===== src/sv/ad32_pkg.sv =====
// ----------------------------------------------------------------------------
// ad32_pkg
// Shared codes and constants of the 32-bit arithmetic decoder.
// ----------------------------------------------------------------------------
`default_nettype none
package ad32_pkg;
    localparam logic [2:0] FUNC_PUSH   = 3'd0;
    localparam logic [2:0] FUNC_END    = 3'd1;
    localparam logic [2:0] FUNC_START  = 3'd2;
    localparam logic [2:0] FUNC_TARGET = 3'd3;
    localparam logic [2:0] FUNC_DECODE = 3'd4;

    localparam logic [1:0] ST_OK       = 2'd0;
    localparam logic [1:0] ST_NO_TGT   = 2'd1;
    localparam logic [1:0] ST_UNDERRUN = 2'd2;
    localparam logic [1:0] ST_FULL     = 2'd3;

    localparam logic [31:0] HALF_MARK  = 32'h8000_0000;
    localparam logic [31:0] MIN_RANGE  = 32'h0001_0000;
    localparam logic [31:0] BELOW_HALF = 32'h7fff_ffff;
    localparam logic [31:0] LOW_INIT   = 32'h0000_0001;
    localparam logic [31:0] HIGH_INIT  = 32'hffff_ffff;
endpackage
`default_nettype wire


===== src/sv/ad32_if.sv =====
// ----------------------------------------------------------------------------
// ad32 channel interfaces
// Request and response channels with valid/ready handshake.
// ----------------------------------------------------------------------------
`default_nettype none
interface ad32_req_if;
    logic        valid;
    logic        ready;
    logic [2:0]  func;
    logic [7:0]  data_byte;
    logic [16:0] total;
    logic [15:0] cum_lo;
    logic [16:0] cum_hi;
    modport source (output valid, func, data_byte, total, cum_lo, cum_hi,
                    input ready);
    modport sink   (input valid, func, data_byte, total, cum_lo, cum_hi,
                    output ready);
endinterface

interface ad32_rsp_if;
    logic        valid;
    logic        ready;
    logic [15:0] count_value;
    logic [1:0]  status;
    logic        target_taken;
    modport source (output valid, count_value, status, target_taken, input ready);
    modport sink   (input valid, count_value, status, target_taken, output ready);
endinterface
`default_nettype wire


===== src/sv/arithmetic_decoder_32bit_core.sv =====
// ----------------------------------------------------------------------------
// arithmetic_decoder_32bit_core
// 32-bit interval decoder with a byte queue, a shared bit-serial divider and
// a renormalization step that shifts one bit per cycle unless it waits for queue read data.
// ----------------------------------------------------------------------------
// Push, mark end and unused codes go straight from idle to the response state.
// Start loads four code bytes; each queue pop after the first waits for fresh read data.
// Get target divides the range by the total, then the code offset by a nonzero step.
// Decode runs the high and low multiply states, then renormalization shifts and rounding steps.
// One request at a time; a new request is taken once the response is taken.
// Synchronous active-low reset clears control and interval state; queue data is not cleared.
`default_nettype none
module arithmetic_decoder_32bit_core
    import ad32_pkg::*;
#(
    parameter int QUEUE_DEPTH = 8
) (
    input  wire         i_clk,
    input  wire         i_rst_n,
    ad32_req_if.sink    i_req,
    ad32_rsp_if.source  o_rsp
);
    localparam int PW = $clog2(QUEUE_DEPTH);
    localparam int CW = $clog2(QUEUE_DEPTH + 1);
    localparam logic [CW-1:0] DEPTH_C = CW'(QUEUE_DEPTH);
    localparam logic [PW-1:0] LAST_P  = PW'(QUEUE_DEPTH - 1);

    typedef enum logic [3:0] {
        S_IDLE, S_START, S_DIVA, S_DIVB, S_MULH, S_MULL, S_RENORM, S_OUT
    } t_state;

    t_state r_state, n_state;
    logic [31:0] r_low, n_low, r_high, n_high, r_code, n_code, r_step, n_step;
    logic [7:0]  r_buf, n_buf;
    logic [3:0]  r_bits, n_bits;
    logic [CW-1:0] r_count, n_count;
    logic [PW-1:0] r_head, n_head;
    logic        r_end, n_end;
    logic [16:0] r_total, n_total, r_hc, n_hc;
    logic [15:0] r_lc, n_lc, r_cv, n_cv;
    logic [1:0]  r_status, n_status;
    logic [32:0] r_rem, n_rem;
    logic [31:0] r_quo, n_quo, r_div, n_div;
    logic [5:0]  r_cnt, n_cnt;
    logic        r_fresh;
    logic [7:0]  r_rd;
    logic [7:0]  mem [QUEUE_DEPTH];

    logic          accept, do_write, do_pop;
    logic [CW:0]   tail_sum;
    logic [PW-1:0] tail;
    logic [31:0]   mul_b, product, diff;
    logic [32:0]   shifted;
    logic [3:0]    bl;
    logic [7:0]    nb;

    assign accept      = i_req.valid & i_req.ready;
    assign i_req.ready = (r_state == S_IDLE);
    assign o_rsp.valid = (r_state == S_OUT);
    assign o_rsp.count_value  = r_cv;
    assign o_rsp.status       = r_status;
    assign o_rsp.target_taken = (r_step != 32'd0);

    assign tail_sum = {1'b0, (CW)'(r_head)} + {1'b0, r_count};
    assign tail     = (tail_sum >= (CW+1)'(QUEUE_DEPTH))
                    ? PW'(tail_sum - (CW+1)'(QUEUE_DEPTH)) : PW'(tail_sum);
    assign do_write = accept && i_req.func == FUNC_PUSH && r_count < DEPTH_C;

    // shared multiplier: high count first, then low count
    assign mul_b   = (r_state == S_MULH) ? {15'd0, r_hc} : {16'd0, r_lc};
    assign product = r_step * mul_b;
    assign shifted = {r_rem[31:0], r_quo[31]};
    assign diff    = r_high - r_low;

    always_ff @(posedge i_clk) begin
        if (do_write) begin
            mem[tail] <= i_req.data_byte;
        end
        r_rd <= mem[r_head];
    end

    always_comb begin
        n_state = r_state; n_low = r_low; n_high = r_high; n_code = r_code;
        n_step = r_step; n_buf = r_buf; n_bits = r_bits; n_count = r_count;
        n_head = r_head; n_end = r_end; n_total = r_total; n_hc = r_hc;
        n_lc = r_lc; n_cv = r_cv; n_status = r_status; n_rem = r_rem;
        n_quo = r_quo; n_div = r_div; n_cnt = r_cnt; do_pop = 1'b0;
        bl = 4'd0; nb = 8'd0;
        unique case (r_state)
            S_IDLE: begin
                if (accept) begin
                    n_status = ST_OK; n_cv = 16'd0; n_state = S_OUT;
                    n_total = (i_req.total == 17'd0) ? 17'd1 : i_req.total;
                    n_hc = i_req.cum_hi; n_lc = i_req.cum_lo;
                    unique case (i_req.func)
                        FUNC_PUSH: begin
                            if (r_count < DEPTH_C) n_count = r_count + 1'b1;
                            else n_status = ST_FULL;
                        end
                        FUNC_END: n_end = 1'b1;
                        FUNC_START: begin
                            n_low = LOW_INIT; n_high = HIGH_INIT; n_step = 32'd0;
                            n_buf = 8'd0; n_bits = 4'd0; n_code = 32'd0;
                            n_cnt = 6'd0; n_state = S_START;
                        end
                        FUNC_TARGET: begin
                            n_rem = 33'd0; n_quo = r_high - r_low + 32'd1;
                            n_div = {15'd0, n_total}; n_cnt = 6'd0; n_state = S_DIVA;
                        end
                        FUNC_DECODE: begin
                            if (r_step == 32'd0) n_status = ST_NO_TGT;
                            else n_state = S_MULH;
                        end
                        default: ;
                    endcase
                end
            end
            S_START: begin
                if (r_count == '0) begin
                    if (!r_end) n_status = ST_UNDERRUN;
                    n_code = {r_code[23:0], 8'd0};
                    n_cnt = r_cnt + 6'd1;
                end else if (r_fresh) begin
                    do_pop = 1'b1;
                    n_code = {r_code[23:0], r_rd};
                    n_cnt = r_cnt + 6'd1;
                end
                if (n_cnt == 6'd4) n_state = S_OUT;
            end
            S_DIVA, S_DIVB: begin
                // restoring division, one quotient bit per cycle
                if (shifted >= {1'b0, r_div}) begin
                    n_rem = shifted - {1'b0, r_div}; n_quo = {r_quo[30:0], 1'b1};
                end else begin
                    n_rem = shifted; n_quo = {r_quo[30:0], 1'b0};
                end
                n_cnt = r_cnt + 6'd1;
                if (r_cnt == 6'd31) begin
                    if (r_state == S_DIVA) begin
                        n_step = n_quo;
                        if (n_quo == 32'd0) begin
                            n_cv = 16'(r_total - 17'd1); n_state = S_OUT;
                        end else begin
                            // divide the code offset by the new step
                            n_div = n_quo;
                            n_rem = 33'd0; n_quo = r_code - r_low;
                            n_cnt = 6'd0; n_state = S_DIVB;
                        end
                    end else begin
                        n_cv = (n_quo < {15'd0, r_total}) ? n_quo[15:0]
                                                         : 16'(r_total - 17'd1);
                        n_state = S_OUT;
                    end
                end
            end
            S_MULH: begin
                n_high = r_low + product - 32'd1; n_state = S_MULL;
            end
            S_MULL: begin
                n_low = r_low + product; n_step = 32'd0; n_state = S_RENORM;
            end
            S_RENORM: begin
                if (r_low >= HALF_MARK || r_high < HALF_MARK) begin
                    if (r_bits == 4'd0 && r_count != '0 && !r_fresh) begin
                        // hold until the queue read data is current
                    end else begin
                        nb = r_buf;
                        bl = r_bits;
                        if (r_bits == 4'd0) begin
                            bl = 4'd8;
                            if (r_count == '0) begin
                                nb = 8'd0;
                                if (!r_end) n_status = ST_UNDERRUN;
                            end else begin
                                nb = r_rd; do_pop = 1'b1;
                            end
                        end
                        bl = bl - 4'd1;
                        n_buf = nb; n_bits = bl;
                        n_high = {r_high[30:0], 1'b1};
                        n_low = (r_low[30:0] == 31'd0) ? LOW_INIT : {r_low[30:0], 1'b0};
                        n_code = {r_code[30:0], nb[bl[2:0]]};
                    end
                end else if (diff < MIN_RANGE) begin
                    if (r_high == HALF_MARK) n_high = BELOW_HALF;
                    else n_low = HALF_MARK;
                end else begin
                    n_state = S_OUT;
                end
            end
            S_OUT: begin
                if (o_rsp.ready) n_state = S_IDLE;
            end
            default: n_state = S_IDLE;
        endcase
        if (do_pop) begin
            n_count = r_count - 1'b1;
            n_head = (r_head == LAST_P) ? '0 : r_head + 1'b1;
        end
    end

    always_ff @(posedge i_clk) begin
        if (!i_rst_n) begin
            r_state <= S_IDLE; r_low <= LOW_INIT; r_high <= HIGH_INIT;
            r_code <= '0; r_step <= '0; r_buf <= '0; r_bits <= '0;
            r_count <= '0; r_head <= '0; r_end <= 1'b0; r_fresh <= 1'b0;
            r_status <= ST_OK; r_cv <= '0;
        end else begin
            r_state <= n_state; r_low <= n_low; r_high <= n_high;
            r_code <= n_code; r_step <= n_step; r_buf <= n_buf; r_bits <= n_bits;
            r_count <= n_count; r_head <= n_head; r_end <= n_end;
            r_fresh <= !(do_pop || do_write);
            r_status <= n_status; r_cv <= n_cv;
        end
        r_total <= n_total; r_hc <= n_hc; r_lc <= n_lc;
        r_rem <= n_rem; r_quo <= n_quo; r_div <= n_div; r_cnt <= n_cnt;
    end
endmodule
`default_nettype wire


===== src/flat_wrapper.sv =====
// flat-port wrapper written by rule: the top's interface ports become plain ports
module arithmetic_decoder_32bit_core_flat import ad32_pkg::*;
#(
    parameter int QUEUE_DEPTH = 8
)
  (i_clk, i_rst_n, i_req_valid, i_req_func, i_req_data_byte, i_req_total, i_req_cum_lo, i_req_cum_hi, i_req_ready, o_rsp_valid, o_rsp_count_value, o_rsp_status, o_rsp_target_taken, o_rsp_ready);
  ad32_req_if i_req_i ();
  ad32_rsp_if o_rsp_i ();
  input  wire i_clk;
  input  wire i_rst_n;
  input wire logic [$bits(i_req_i.valid)-1:0] i_req_valid;
  input wire logic [$bits(i_req_i.func)-1:0] i_req_func;
  input wire logic [$bits(i_req_i.data_byte)-1:0] i_req_data_byte;
  input wire logic [$bits(i_req_i.total)-1:0] i_req_total;
  input wire logic [$bits(i_req_i.cum_lo)-1:0] i_req_cum_lo;
  input wire logic [$bits(i_req_i.cum_hi)-1:0] i_req_cum_hi;
  output wire logic [$bits(i_req_i.ready)-1:0] i_req_ready;
  output wire logic [$bits(o_rsp_i.valid)-1:0] o_rsp_valid;
  output wire logic [$bits(o_rsp_i.count_value)-1:0] o_rsp_count_value;
  output wire logic [$bits(o_rsp_i.status)-1:0] o_rsp_status;
  output wire logic [$bits(o_rsp_i.target_taken)-1:0] o_rsp_target_taken;
  input wire logic [$bits(o_rsp_i.ready)-1:0] o_rsp_ready;
  assign i_req_i.valid = i_req_valid;
  assign i_req_i.func = i_req_func;
  assign i_req_i.data_byte = i_req_data_byte;
  assign i_req_i.total = i_req_total;
  assign i_req_i.cum_lo = i_req_cum_lo;
  assign i_req_i.cum_hi = i_req_cum_hi;
  assign i_req_ready = i_req_i.ready;
  assign o_rsp_valid = o_rsp_i.valid;
  assign o_rsp_count_value = o_rsp_i.count_value;
  assign o_rsp_status = o_rsp_i.status;
  assign o_rsp_target_taken = o_rsp_i.target_taken;
  assign o_rsp_i.ready = o_rsp_ready;
  arithmetic_decoder_32bit_core #(.QUEUE_DEPTH(QUEUE_DEPTH)) u_core (.i_clk(i_clk), .i_rst_n(i_rst_n), .i_req(i_req_i), .o_rsp(o_rsp_i));
endmodule

===== config.mk =====
export PLATFORM = sky130hd
export DESIGN_NAME = arithmetic_decoder_32bit_core_flat
export DESIGN_NICKNAME = d
export VERILOG_FILES = /design/src/sv/ad32_pkg.sv /design/src/sv/ad32_if.sv /design/src/sv/arithmetic_decoder_32bit_core.sv /design/src/flat_wrapper.sv
export SDC_FILE = /design/constraint.sdc
export NUM_CORES = 2
export LEC_CHECK = 0
export BUFFER_PORTS_ARGS = -buffer_cell sky130_fd_sc_hd__buf_2
export CAP_MARGIN = 5
export CORE_MARGIN = 8
export CORE_UTILIZATION = 43
export DETAILED_ROUTE_END_ITERATION = 12
export PLACE_DENSITY = 0.63
export SLEW_MARGIN = 40
export SYNTH_ARGS = -nofsm -noshare
export SYNTH_HDL_FRONTEND = slang
export SYNTH_SLANG_ARGS = --single-unit

===== constraint.sdc =====
create_clock -name i_clk -period 8.5 [get_ports i_clk]
set_input_delay 0.425 -clock i_clk [delete_from_list [all_inputs] [get_ports i_clk]]
set_output_delay 0.425 -clock i_clk [all_outputs]
set_load 0.02 [all_outputs]

### Word-level counts from Yosys, hierarchy flattened

Memories as Yosys holds them, arrays and structs flattened. A register that Yosys moved wholly into a read port is not among the register bits.
Cells that the tools add are included.

* bits in registers: 323
* bits of input ports: 65
* word-level logic and storage cells: 246
* memories kept: 1
* output and inout bits: 21
* bits in writable memories: 64

* magnitude comparators: 8
* reductions and logical operators: 45
* mux-type cells: 121
* $add $sub $neg: 14
* multipliers: 1
* bitwise operators: 1
* eq/ne operators: 35

Memory list
* u_core.mem: words 8, width 8, rd ports 1, clocked after Yosys merged registers in 1, wr ports 1, line arithmetic_decoder_32bit_core.sv:47 `logic [7:0] mem [QUEUE_DEPTH];`

Operators by type and width (number)
* two-way mux 32 bit: 38
* one-hot mux 32 bit (3 select lines): 4
* one-hot mux 32 bit (2 select lines): 3
* subtractor 32 bit: 3
* two-way mux 16 bit: 5
* two-way mux 4 bit: 19
* two-way mux 8 bit: 9
* zero test 32 bit: 2
* two-way mux 6 bit: 8
* two-way mux 17 bit: 2
* >= comparator 33 x 32 -> 1 bit: 1
* adder 32 x 1 -> 32 bit, second input constant: 1
* adder 32 bit: 1
* == test 32 bit, second input constant: 1
* >= comparator 32 bit, second input constant: 1
* less-than comparator 32 x 17 -> 1 bit: 1
* less-than comparator 32 x 17 -> 1 bit, second input constant: 1
* less-than comparator 32 bit, second input constant: 1
* multiplier 32 x 32 -> 32 bit: 1
* one-hot mux 16 bit (2 select lines): 1
* nonzero test 32 bit: 1
* subtractor 32 x 1 -> 32 bit, second input constant: 1
* zero test 31 bit: 1
* AND reduction 6 bit: 5
* other kinds (50): 114

### Logic depth before layout (Yosys ltp)

* depth after elaboration: 12
* gate-level depth with buffers: 33
* mapped depth without buffers: 28

### Worst setup path after synthesis

OpenSTA, ideal clock, no wires.

* path type: reg2reg
* start point: reg u_core.r_state[0]
* end point: reg u_core.r_high[31]
* data required time: 8.383 ns
* period minus slack after synthesis: 8.583 ns
* cell stages (with the launch flop): 32
* setup time: 0.117 ns
* data arrival time: 8.467 ns
* setup slack: -0.083 ns
* cells stage by stage: dfxtp_1 > clkbuf_1 > nor2b_1 > nand2b_1 > clkbuf_1 > buf_1 > mux2_2 > clkbuf_1 > clkbuf_1 > nand2_1 > fa_1 > fa_1 > fa_1 > fa_1 > inv_1 > fa_1 > inv_1 > fa_1 > inv_1 > ha_1 > a21o_1 > or2_0 > clkbuf_1 > a211o_1 > a41oi_1 > xor2_1 > o311ai_1 > or4_1 > nor4_2 > nand3_1 > xor2_1 > a22o_1

* word-level cells in the longest chain between the ends: 6
* elaborated cells on any way between the ends: 16
* classes of those cells: 2 x add/sub; 1 x mul; 7 x eq/ne; 2 x mux; 1 x bitwise; 3 x reduce/logical

RTL lines
* from (decl): line arithmetic_decoder_32bit_core.sv:32 `t_state r_state, n_state;`
* from (signal assigned): line arithmetic_decoder_32bit_core.sv:209 `r_state <= n_state; r_low <= n_low; r_high <= n_high;`
* == test 4 x 3 -> 1 bit: line arithmetic_decoder_32bit_core.sv:70, arithmetic_decoder_32bit_core.sv:89
* two-way mux 17 bit: line arithmetic_decoder_32bit_core.sv:70 `assign mul_b = (r_state == S_MULH) ? {15'd0, r_hc} : {16'd0, r_lc};`
* multiplier 32 x 32 -> 32 bit: line arithmetic_decoder_32bit_core.sv:71 `assign product = r_step * mul_b;`
* adder 32 bit: line arithmetic_decoder_32bit_core.sv:157 `n_high = r_low + product - 32'd1; n_state = S_MULL;`
* subtractor 32 x 1 -> 32 bit: line arithmetic_decoder_32bit_core.sv:157
* one-hot mux 32 bit (3 select lines): line arithmetic_decoder_32bit_core.sv:89 `unique case (r_state)`
* to (signal assigned): line arithmetic_decoder_32bit_core.sv:209
* to (decl): line arithmetic_decoder_32bit_core.sv:33 `logic [31:0] r_low, n_low, r_high, n_high, r_code, n_code, r_step, n_step;`

Several ways; a longest one is shown, not always the timed one.
A chain may end at the register's enable or synchronous reset.

### Final worst setup path

* start point: reg u_core.r_state[2]
* end point: reg u_core.r_high[22]

The elaborated chain is that of the path after synthesis.

==> flow_summary_export.csv <==
group,metric,value,unit
run_status,status,"complete, no violations",
floorplan,core_area,86750,µm²
drt,viasPerCell,5.820,
final_layout,nNetsFinal,4849,
floorplan,die_h,311.7,µm
clock_tree,clock_tree.root_cell,"clkbuf_16",
floorplan,die_area,97160,µm²
critical_path,critical_path.startpoint,"u_core.r_state[2]",
clock_tree,cts_sinks,394,
pwr,vdd_ir_drop_max,198.0,µV
sta,period_share,95.53,%
critical_path,crit_arrival,8.68,ns
sta,hold_violations,0,
placement,post_dp_cell_area,39630,µm²
sta,tightest_slew,0.9116,ns
critical_path,cp_max_fo,14,
floorplan,die_x,311.7,µm
clock_tree,clk_latency,0.63,ns
global_route,grt_max_degree,86,
synthesis,synthSimpleGateAreaFrac,17.07,%
synthesis,ys_async_sr_fraction,0,%
critical_path,reg2reg_to,"u_core.r_high[22]",
pwr,power.leakage,17.64,nW
worst_hold_path,hold_path_end,"u_core.r_hc[1]",
flow_run,max_cap_violations,0,
sta,fin_skew,0.02854,ns
global_route,grt_busiest_layer,"met2",
critical_path,start_kind,"register",
sta,setup_ws,0.3799,ns
synthesis,synth_top_family_by_area,"adder cells",
clock_tree,h-tree-depth,2,
sta,worst_hold_slack,0.003743,ns
final_layout,design_area,41730,µm²
synthesis,netlist_area,37600,µm²
synthesis,synth_area_per_cell,8.969,µm²
global_route,track_usage,24.53,%
drt,ant_nets,0,
critical_path,critPathKind,"register to register",
worst_hold_path,min_from,"i_req_cum_hi[1]",
synthesis,muxShareOfSynthArea,2.439,%
critical_path,regToRegSetupSlack,0.38,ns
global_route,grt_pass1_wl,188.7,mm
pwr,power.total,14.54,mW
global_route,grt_pass1_vias,31270,
pwr,p_per_area,348.5,nW/µm²
clock_tree,cts_buffers,47,
sta,rsz0062_at_grt,"false",
sta,fmax,123.2,MHz
drt,wl_per_cell,22.36,µm
synthesis,yosysSeqAreaShare,26.73,%
critical_path,worst_ep_required_time,9.06,ns
sta,min_period,8.120,ns
critical_path,cp-end-kind,"register",
placement,portBuffers,85,
drt,drtIter0Drc,3010,
sta,setup_viol,0,
synthesis,synth.ff_latch_count,394,
global_route,grtUsageMet1,33.66,%
floorplan,start_util,43.34,%
synthesis,synth_cells,4192,
synthesis,ys.warnings.count,0,
final_layout,layoutNonFillerInstCount,5437,
clock_tree,cts.clk_slew.worst_paths,0.06,ns
synthesis,synth_edf_count,216,
worst_hold_path,min_path_cells,1,
critical_path,r2r_start,"u_core.r_state[2]",
placement,gp_congestion,0.9742,
synthesis,synth_xor_area_share,4.592,%
floorplan,ios,86,
clock_tree,clock_tree.buffer_depth,3,
placement,place_ws,0.06306,ns
global_route,met3_usage,4.832,%
final_layout,area_growth,10.99,%
synthesis,synth-adder-area-share,25.14,%
worst_hold_path,hold_class,"input port to register",
clock_tree,cts_tree,"built",
sta,maxSlewViolCount,0,
synthesis,ys_types,99,
drt,firstDrtPassIters,6,
global_route,met2_usage,37.82,%
synthesis,synthFlopType,"edfxtp_1",
drt,routed_wl,121.6,mm
drt,route.detailed.drc,0,
drt,vias,31640,
global_route,antenna_found_initial,5,
final_layout,fin_util,48.10,%
global_route,grt_overflow,0,
floorplan,fp-row-count,108,
sta,tns,0,ns
final_layout,drive_above_1_share,9.439,%
placement,hpwl,92.96,mm
synthesis,syn_nets,4800,
placement,dp_cells,5310,
synthesis,synth_compound_area_share,15.88,%
critical_path,reg2reg_depth,25,
sta,slew_headroom,38.90,%
-- critical path, stage by stage (launching register included) --
cell and delay, ns:
dfxtp_1 0.33, nor2b_2 0.21, nand2b_4 0.17, mux2_4 0.44
buf_4 0.23, and2_1 0.18, fa_1 0.48, fa_1 0.52
ha_1 0.22, fa_1 0.48, inv_1 0.05, fa_1 0.51
fa_1 0.50, inv_1 0.05, ha_1 0.35, nor2b_1 0.18
a221o_1 0.32, a211o_1 0.33, or3_1 0.46, or4_1 0.55
nor4_2 0.46, nand3b_1 0.15, xnor2_1 0.35, o22ai_1 0.11
a211oi_1 0.25, a211o_1 0.13
-- cell families (layout without fill, tap and decap cells) --
| kind of cell | count (synthesis) | in the layout |
|---|---|---|
| compound gates | 852 | 852 |
| xor+xnor | 194 | 194 |
| fa+ha+maj | 543 | 543 |
| buf+inv | 808 | 896 |
| flops | 394 | 394 |
| mux | 66 | 66 |
| other cells | 0 | 2 |
| simple gates | 1335 | 1335 |
-- registers in the layout (all words and copies together), names as in the netlist, 6 cells and up --
signal / cells
u_core.r_step: 32
u_core.r_total: 17
u_core.r_code: 32
u_core.mem: 64
u_core.r_low: 32
u_core.r_high: 32
u_core.r_hc: 17
u_core.r_rd: 8
u_core.r_cnt: 6
u_core.o_rsp.count_value: 16
u_core.r_div: 32
u_core.r_buf: 8
u_core.r_quo: 32
u_core.r_lc: 16
u_core.r_rem: 32
-- per-layer routing --
metal	wire length [µm]	part of all wire (%)	up-vias
met5	27	0.022	-
met4	5896	4.8	4
met3	9826	8.1	295
met2	53090	44	1325
met1	52750	43	15590
li1	-	-	14430
-- placed cells by master (no fill, tap or decap), types with 26 or more instances in the layout --
cell type	synthesis	layout
nand4_1	30	30
ha_1	189	189
fa_1	354	353
o21ai_0	105	103
nor3_1	68	66
buf_4	0	102
dfxtp_1	178	176
a211oi_1	106	103
nand3_1	66	66
clkbuf_16	0	48
buf_2	7	85
o211ai_1	41	41
xnor2_1	121	121
nor4_1	60	56
a22oi_1	52	52
inv_1	578	575
a21oi_1	199	197
o21a_1	28	28
and3_1	42	42
dlygate4sd3_1	0	33
a21o_1	59	57
xor2_1	71	71
or3_1	26	26
and2_1	168	168
edfxtp_1	216	216
nor2_1	197	190
nand2_1	564	563
-- synth_stat cells (all sizes together) (59+ instances only) --
| cell type | n | area [µm²] |
|---|---|---|
| a21oi | 200 | 1012 |
| ha | 189 | 2365 |
| nor3 | 69 | 350.3 |
| nor2 | 197 | 739.5 |
| xnor2 | 121 | 1060 |
| and2 | 173 | 1084 |
| nor4 | 61 | 387.9 |
| xor2 | 71 | 621.9 |
| nand3 | 66 | 330.3 |
| inv | 578 | 2170 |
| o21ai | 109 | 556.8 |
| a21o | 59 | 442.9 |
| edfxtp | 216 | 6486 |
| dfxtp | 178 | 3563 |
| nand2 | 564 | 2117 |
| fa | 354 | 7087 |
| clkbuf | 203 | 762.0 |
| a211oi | 106 | 795.8 |
-- final cells by class --
cell class | count | area, µm²
Antenna cell | 2 | 5.005
Clock buffer | 62 | 1314
Clock inverter | 26 | 312.8
Fill cell | 8258 | 45020
Inverter | 578 | 2172
Multi-Input combinational cell | 2990 | 24730
Sequential cell | 394 | 10050
Tap cell | 1155 | 1445
Timing Repair Buffer | 230 | 1700
-- worst max path at each step --
stage | to | slack [ns] | cells past startpoint
global placement | u_core.r_high[22] | 0.23 | 25
detailed placement | u_core.r_high[31] | 0.06 | 28
floorplan | u_core.r_high[31] | 0.05 | 31
global route | u_core.r_high[31] | 0.001 | 27
finish | u_core.r_high[22] | 0.38 | 25
CTS | u_core.r_high[31] | 0.008 | 27
-- power by group --
group | switching, mW | internal (mW) | total (mW)
Clock | 0.884 | 1.25 | 2.14
Sequential | 0.533 | 2.62 | 3.15
Combinational | 5.91 | 3.35 | 9.26
Total | 7.33 | 7.22 | 14.5
-- repair_timing --
action,in CTS,in global routing
endpoints found under the hold margin,33,0
setup buffers,2,2
hold buffers,33,0
resized for setup,0,22
pin swaps,1,1
endpoints found under the setup margin,1,13
Note: power is estimated with default switching activity, not from simulation.
